**src/sv/dpc_pkg.sv**
```systemverilog
package dpc_pkg;

	localparam int FRAC_BITS = 16;

	localparam longint unsigned ONE_L = longint'(1) << FRAC_BITS;
	localparam logic [FRAC_BITS-1:0] W_RED   = FRAC_BITS'((2126 * ONE_L + 5000) / 10000);
	localparam logic [FRAC_BITS-1:0] W_GREEN = FRAC_BITS'((7152 * ONE_L + 5000) / 10000);
	localparam logic [FRAC_BITS-1:0] W_BLUE  = FRAC_BITS'((724 * ONE_L + 5000) / 10000);

	localparam int PROD_W  = FRAC_BITS + 8;
	localparam int SUM_W   = FRAC_BITS + 9;
	localparam int RECIP_W = SUM_W - 7;
	localparam int RPROD_W = SUM_W + RECIP_W;
	localparam logic [RECIP_W-1:0] RECIP =
		RECIP_W'(((longint'(1) << SUM_W) + 254) / 255);
	localparam int LUMA_W  = FRAC_BITS + 1;
	localparam int MUL_W   = LUMA_W + 10;
	localparam int BLEND_W = FRAC_BITS + 12;

	localparam int PIPE_LAT = 7;

	localparam int CFG_IDX_W = 3;

	typedef enum logic [CFG_IDX_W-1:0] {
		REG_DARK_RED    = 3'd0,
		REG_DARK_GREEN  = 3'd1,
		REG_DARK_BLUE   = 3'd2,
		REG_LIGHT_RED   = 3'd3,
		REG_LIGHT_GREEN = 3'd4,
		REG_LIGHT_BLUE  = 3'd5
	} cfg_reg_t;

	localparam logic [7:0] KEY_RED   = 8'd1;
	localparam logic [7:0] KEY_GREEN = 8'd2;
	localparam logic [7:0] KEY_BLUE  = 8'd3;

	typedef struct packed {
		logic [7:0] pixel_red;
		logic [7:0] pixel_green;
		logic [7:0] pixel_blue;
	} pixel_t;

	typedef struct packed {
		logic [7:0] out_red;
		logic [7:0] out_green;
		logic [7:0] out_blue;
	} result_t;

	typedef struct packed {
		logic              valid;
		logic              key;
		pixel_t            pix;
		logic [LUMA_W-1:0] q;
	} luma_t;

endpackage

```
**src/sv/duotone_pixel_colorize.sv**
```systemverilog
// Pipeline: luma stages s1 to s5, stage s6 and the result register lie between the start transfer and result_valid.
// Throughput: one pixel per cycle once busy is low after reset; fixed seven-stage pipeline, busy never stalls it.
// Reset: pipeline valid bits clear, dark color goes to 0, light color to 255;
// busy and cfg_ready stay in the reset state until the first clock after release.
// The receiver cannot stall: each result shows for exactly one cycle on result_valid.
module duotone_pixel_colorize (
	input  logic                           clk,
	input  logic                           arst_n,
	input  logic                           start,
	output logic                           busy,
	input  dpc_pkg::pixel_t                pixel,
	output logic                           result_valid,
	output dpc_pkg::result_t               result,
	input  logic                           cfg_valid,
	output logic                           cfg_ready,
	input  logic [dpc_pkg::CFG_IDX_W-1:0]  cfg_index,
	input  logic [7:0]                     cfg_data
);
	import dpc_pkg::*;

	logic       ready_q;
	logic [7:0] dark_q  [3];
	logic [7:0] light_q [3];

	luma_t      luma;
	logic       valid_s6, key_s6;
	pixel_t     pix_s6;
	logic signed [MUL_W-1:0] prod_s6 [3];
	logic [7:0] chan_out [3];
	logic       result_valid_q;
	result_t    result_q;

	assign busy      = !ready_q;
	assign cfg_ready = ready_q;

	always_ff @(posedge clk or negedge arst_n) begin
		if (!arst_n) begin
			ready_q <= 1'b0;
		end else begin
			ready_q <= 1'b1;
		end
	end

	always_ff @(posedge clk or negedge arst_n) begin
		if (!arst_n) begin
			dark_q[0]  <= 8'd0;
			dark_q[1]  <= 8'd0;
			dark_q[2]  <= 8'd0;
			light_q[0] <= 8'd255;
			light_q[1] <= 8'd255;
			light_q[2] <= 8'd255;
		end else if (cfg_valid && cfg_ready) begin
			unique case (cfg_reg_t'(cfg_index))
				REG_DARK_RED:    dark_q[0]  <= cfg_data;
				REG_DARK_GREEN:  dark_q[1]  <= cfg_data;
				REG_DARK_BLUE:   dark_q[2]  <= cfg_data;
				REG_LIGHT_RED:   light_q[0] <= cfg_data;
				REG_LIGHT_GREEN: light_q[1] <= cfg_data;
				REG_LIGHT_BLUE:  light_q[2] <= cfg_data;
				default: ;
			endcase
		end
	end

	dpc_luma u_luma (
		.clk      (clk),
		.arst_n   (arst_n),
		.in_valid (start && !busy),
		.in_pix   (pixel),
		.luma     (luma)
	);

	always_ff @(posedge clk or negedge arst_n) begin
		if (!arst_n) begin
			valid_s6       <= 1'b0;
			result_valid_q <= 1'b0;
		end else begin
			valid_s6       <= luma.valid;
			result_valid_q <= valid_s6;
		end
	end

	for (genvar c = 0; c < 3; c++) begin : g_chan
		logic signed [8:0]         diff;
		logic signed [MUL_W-1:0]   diff_x;
		logic signed [MUL_W-1:0]   q_x;
		logic signed [BLEND_W-1:0] dark_sc;
		logic signed [BLEND_W-1:0] blend;
		localparam logic signed [BLEND_W-1:0] LIMIT = BLEND_W'(255) << FRAC_BITS;

		assign diff    = signed'({1'b0, light_q[c]}) - signed'({1'b0, dark_q[c]});
		assign diff_x  = MUL_W'(diff);
		assign q_x     = signed'(MUL_W'({1'b0, luma.q}));
		assign dark_sc = signed'(BLEND_W'({dark_q[c], {FRAC_BITS{1'b0}}}));
		assign blend   = BLEND_W'(prod_s6[c]) + dark_sc;

		always_ff @(posedge clk) begin
			prod_s6[c] <= diff_x * q_x;
		end

		always_comb begin
			if (blend <= 0) begin
				chan_out[c] = 8'd0;
			end else if (blend >= LIMIT) begin
				chan_out[c] = 8'd255;
			end else begin
				chan_out[c] = blend[FRAC_BITS +: 8];
			end
		end
	end

	always_ff @(posedge clk) begin
		key_s6 <= luma.key;
		pix_s6 <= luma.pix;
		if (key_s6) begin
			result_q.out_red   <= pix_s6.pixel_red;
			result_q.out_green <= pix_s6.pixel_green;
			result_q.out_blue  <= pix_s6.pixel_blue;
		end else begin
			result_q.out_red   <= chan_out[0];
			result_q.out_green <= chan_out[1];
			result_q.out_blue  <= chan_out[2];
		end
	end

	assign result_valid = result_valid_q;
	assign result       = result_q;

endmodule

```
**src/sv/dpc_luma.sv**
```systemverilog
module dpc_luma (
	input  logic           clk,
	input  logic           arst_n,
	input  logic           in_valid,
	input  dpc_pkg::pixel_t in_pix,
	output dpc_pkg::luma_t  luma
);
	import dpc_pkg::*;

	logic               valid_s1, valid_s2, valid_s3, valid_s4, valid_s5;
	logic               key_s1, key_s2, key_s3, key_s4, key_s5;
	pixel_t             pix_s1, pix_s2, pix_s3, pix_s4, pix_s5;
	logic [PROD_W-1:0]  pr_s1, pg_s1, pb_s1;
	logic [SUM_W-1:0]   sum_s2, sum_s3;
	logic [RPROD_W-1:0] rprod_s3;
	logic [LUMA_W-1:0]  luma_s4;
	logic [LUMA_W-1:0]  q_s5;

	logic               in_key;
	logic [LUMA_W-1:0]  est;
	logic [SUM_W-1:0]   est255;
	logic [2*LUMA_W-1:0] sq;

	assign in_key = (in_pix.pixel_red == KEY_RED) && (in_pix.pixel_green == KEY_GREEN) &&
		(in_pix.pixel_blue == KEY_BLUE);

	assign est    = rprod_s3[SUM_W +: LUMA_W];
	assign est255 = {est, 8'd0} - SUM_W'(est);
	assign sq     = luma_s4 * luma_s4;

	always_ff @(posedge clk or negedge arst_n) begin
		if (!arst_n) begin
			valid_s1 <= 1'b0;
			valid_s2 <= 1'b0;
			valid_s3 <= 1'b0;
			valid_s4 <= 1'b0;
			valid_s5 <= 1'b0;
		end else begin
			valid_s1 <= in_valid;
			valid_s2 <= valid_s1;
			valid_s3 <= valid_s2;
			valid_s4 <= valid_s3;
			valid_s5 <= valid_s4;
		end
	end

	always_ff @(posedge clk) begin
		key_s1 <= in_key;
		pix_s1 <= in_pix;
		pr_s1  <= PROD_W'(W_RED) * PROD_W'(in_pix.pixel_red);
		pg_s1  <= PROD_W'(W_GREEN) * PROD_W'(in_pix.pixel_green);
		pb_s1  <= PROD_W'(W_BLUE) * PROD_W'(in_pix.pixel_blue);

		key_s2 <= key_s1;
		pix_s2 <= pix_s1;
		sum_s2 <= SUM_W'(pr_s1) + SUM_W'(pg_s1) + SUM_W'(pb_s1);

		key_s3   <= key_s2;
		pix_s3   <= pix_s2;
		sum_s3   <= sum_s2;
		rprod_s3 <= RPROD_W'(sum_s2) * RPROD_W'(RECIP);

		key_s4  <= key_s3;
		pix_s4  <= pix_s3;
		luma_s4 <= (est255 > sum_s3) ? est - LUMA_W'(1) : est;

		key_s5 <= key_s4;
		pix_s5 <= pix_s4;
		q_s5   <= sq[FRAC_BITS +: LUMA_W];
	end

	assign luma.valid = valid_s5;
	assign luma.key   = key_s5;
	assign luma.pix   = pix_s5;
	assign luma.q     = q_s5;

endmodule

```
**config.mk**
```make
export PLATFORM = sky130hd
export DESIGN_NAME = duotone_pixel_colorize
export DESIGN_NICKNAME = d
export VERILOG_FILES = /design/src/sv/dpc_pkg.sv /design/src/sv/duotone_pixel_colorize.sv /design/src/sv/dpc_luma.sv
export SDC_FILE = /design/constraint.sdc
export NUM_CORES = 2
export LEC_CHECK = 0
export ABC_AREA = 1
export BUFFER_PORTS_ARGS = -buffer_cell sky130_fd_sc_hd__buf_4
export CORE_MARGIN = 3
export CORE_UTILIZATION = 50
export CTS_CLUSTER_DIAMETER = 60
export DETAILED_ROUTE_END_ITERATION = 16
export PLACE_DENSITY = 0.63
export SLEW_MARGIN = 20
export SYNTH_ARGS = -nofsm -noshare
export SYNTH_HDL_FRONTEND = slang
export SYNTH_HIERARCHICAL = 1
export SYNTH_SLANG_ARGS = --single-unit
```
**constraint.sdc**
```tcl
create_clock -name clk -period 8.4 [get_ports clk]
set_input_delay 0.84 -clock clk [delete_from_list [all_inputs] [get_ports clk]]
set_output_delay 0.84 -clock clk [all_outputs]
set_load 0.02 [all_outputs]
```
==> results.cfg <==
[status]
status = complete, no violations

[clock_tree]
cts.sink_count = 473
clk_pin_slew_worst_paths_ns = 0.06
clockBufferDepth = 3
hold_buffers = 0
cts_tree = built
htreeDepth = 2
postCtsSetupRepairBufs = 0
clk_latency_ns = 0.70
cts_resized = 0
numCtsBuffers = 58
ctsRootBufferMaster = clkbuf_16

[timing]
rsz0062_at_grt = false
worst_slew_pin_slew_ns = 0.9683
finalSetupTns_ns = 0
fmax_mhz = 152.3
holdWs_ns = 0.2523
fin_crit_ns = 6.568
skew_ns = 0.06531
setup_viol_count_final = 0
hold_violations = 0
relSlewSlack = 0.3538
min_period_over_period = 0.7819
final_max_slew_viol_count = 0
setup_slack_ns = 1.832

[floorplanning]
row_count = 116
die_width_um = 326.5
die_area_sq_um = 106600
io_pins = 66
die_h_um = 326.5
coreArea_sq_um = 101000
initial_utilization = 0.5084

[layout]
area_delta_synth_final_pct = 7.930
layout.cells.most_common = nand2_1
fin_cells = 7660
final_cell_mix = nand2_1 (1258), inv_1 (1238), ha_1 (761)
drive_gt1_frac = 0.06046
fin_nets = 7682
fillerInstances = 9671

[synth]
synth_area_leaders = fa_1 (25%), ha_1 (19%), dfxtp_1 (16%)
netlist-cell-type-count = 61
syn_area_sq_um = 51350
ys_warn_count = 6
syn_inst = 6206
synth_area_leader_cell = fa_1
ys_seq_elements = 473
synth_ff_type = dfxtp_1
synth_top_area_frac = 0.2456
yosysSeqAreaShare = 0.1904
syn_area_per_cell_sq_um = 8.275
syn_nets = 7636
synth-edff-count = 0
synth-async-reset-ratio = 0.1184

[grt]
overflow = 0
grt_pass1_vias = 40430
grt_max_degree = 57
antenna_found_initial = 4
grtUsageTotal = 0.2601
grt_pass1_wl_um = 218900

[route]
detail_route.wl_per_cell_um = 17.74
drtIter0Drc = 2232
drc = 0
vias_per_cell = 5.118
vias = 39200
drt_wl_total_um = 135900
dr.pass1.iters = 6
drt.antenna.violating_nets = 0

[critical_path]
cp-start-kind = register
end_kind = register
critPathSlowestCell = dfstp_2
r2r_end = prod_s6[0][50]
max_stage_delay_ns = 0.52
setup.worst_path.end = prod_s6[0][50]
critPathLaunch = light_q[8]
cp_common_cell = nand2_1
ff2ff_path_depth = 29
critical_path_depth = 29
rrSetupSlack_ns = 1.83
critical_path.top_delay_family = adder cells
crit_buf_inv = 5
cp.required_ns = 8.96
worst-setup-path-type = reg -> reg
arrival_ns = 7.13
cp_max_fo = 14
rr_startpoint = light_q[8]

[placement]
dp_hpwl_um = 113600
gp_congestion = 0.9455
dp_slack_ns = 1.818
io_buffers = 65
place_inst = 7549

[min_path]
hold_class = in -> async

[run]
cap_violations = 0
## synth_stat cells, types with 15 or more instances
master       n
nor4_1      16
dfstp_2     24
dfrtp_1     32
a31oi_1     17
nand3b_1    16
o21ai_0    159
xnor2_1     66
o21ai_1     18
dfxtp_1    417
o21bai_1    27
nor2_2      28
a21oi_1    250
nand3_1    188
inv_1     1238
a21o_1      37
nor2_1     513
clkbuf_1    93
inv_2       15
nor3_1      43
nand2_2     42
fa_1       630
xor2_1     129
ha_1       761
nand4_1     38
nand2_1   1258
o21ai_2     15
## worst min-delay path by stage
stage	cells past startpoint	startpoint	slack, ns	end
after floorplan	0	u_luma/luma[17]	0.31	pix_s6[0]
after global placement	0	u_luma/pix_s2[20]	0.31	u_luma/pix_s3[20]
after detailed placement	0	u_luma/pix_s4[20]	0.31	u_luma/luma[37]
after CTS	1	arst_n	0.23	valid_s6
after global routing	1	arst_n	0.28	valid_s6
final	1	arst_n	0.25	valid_s6
## through the flow
stage	cell area (sq um)	utilization
6_report	55430	0.5487
4_1_cts	55420	0.5487
3_3_place_gp	53300	0.5276
5_1_grt	55420	0.5487
3_5_place_dp	53300	0.5276
2_1_floorplan	51350	-
## layout make-up
class / instances / area (sq um) / area share
tap: 1357 / 1698 / 0.03063
clock inverter: 39 / 534.3 / 0.009639
clock buffer: 71 / 1590 / 0.02869
inverter: 1261 / 4736 / 0.08544
multi-input combinational: 4356 / 36320 / 0.6553
timing repair buffer: 102 / 765.7 / 0.01382
sequential: 473 / 9779 / 0.1764
antenna: 1 / 2.502 / 0.00004515
## logic make-up after synthesis
family / synth area share
xor+xnor: 0.03326
other cells: 0.00007302
buf+inv: 0.1023
simple gates: 0.1785
fa+ha+maj: 0.4310
compound gates: 0.06418
flops: 0.1904
mux: 0.0002193
## routing by layer
metal  vias up  wire [um]  track usage
met1     18770      60820       0.3491
met4         0       4722      0.08592
met5         -          0            0
li1      19250          -            -
met3       212       7020      0.03720
met2       970      63320       0.4326
## state kept, by name (all words and copies together) (netlist names), 18 cells and up
name             count
dark_q              24
light_q             24
pix_s6              24
prod_s6             81
result              24
u_luma/luma         24
u_luma/pb_s1        18
u_luma/pg_s1        24
u_luma/pix_s1       23
u_luma/pix_s2       24
u_luma/pix_s3       24
u_luma/pix_s4       24
u_luma/pr_s1        20
u_luma/rprod_s3     18
u_luma/sum_s2       25
u_luma/sum_s3       24
## worst register-to-register path, delay by kind of cell (launching register included)
family,cells,cell delay [ns]
adders and majority gates,8,3.36
DFF,1,0.52
buffers and inverters,5,0.46
AOI/OAI and AO/OA,6,1.00
and+or+nand+nor,10,1.12
Power is not shown: default switching activity piles up to over one toggle a cycle in this logic, so the estimate is an artifact.
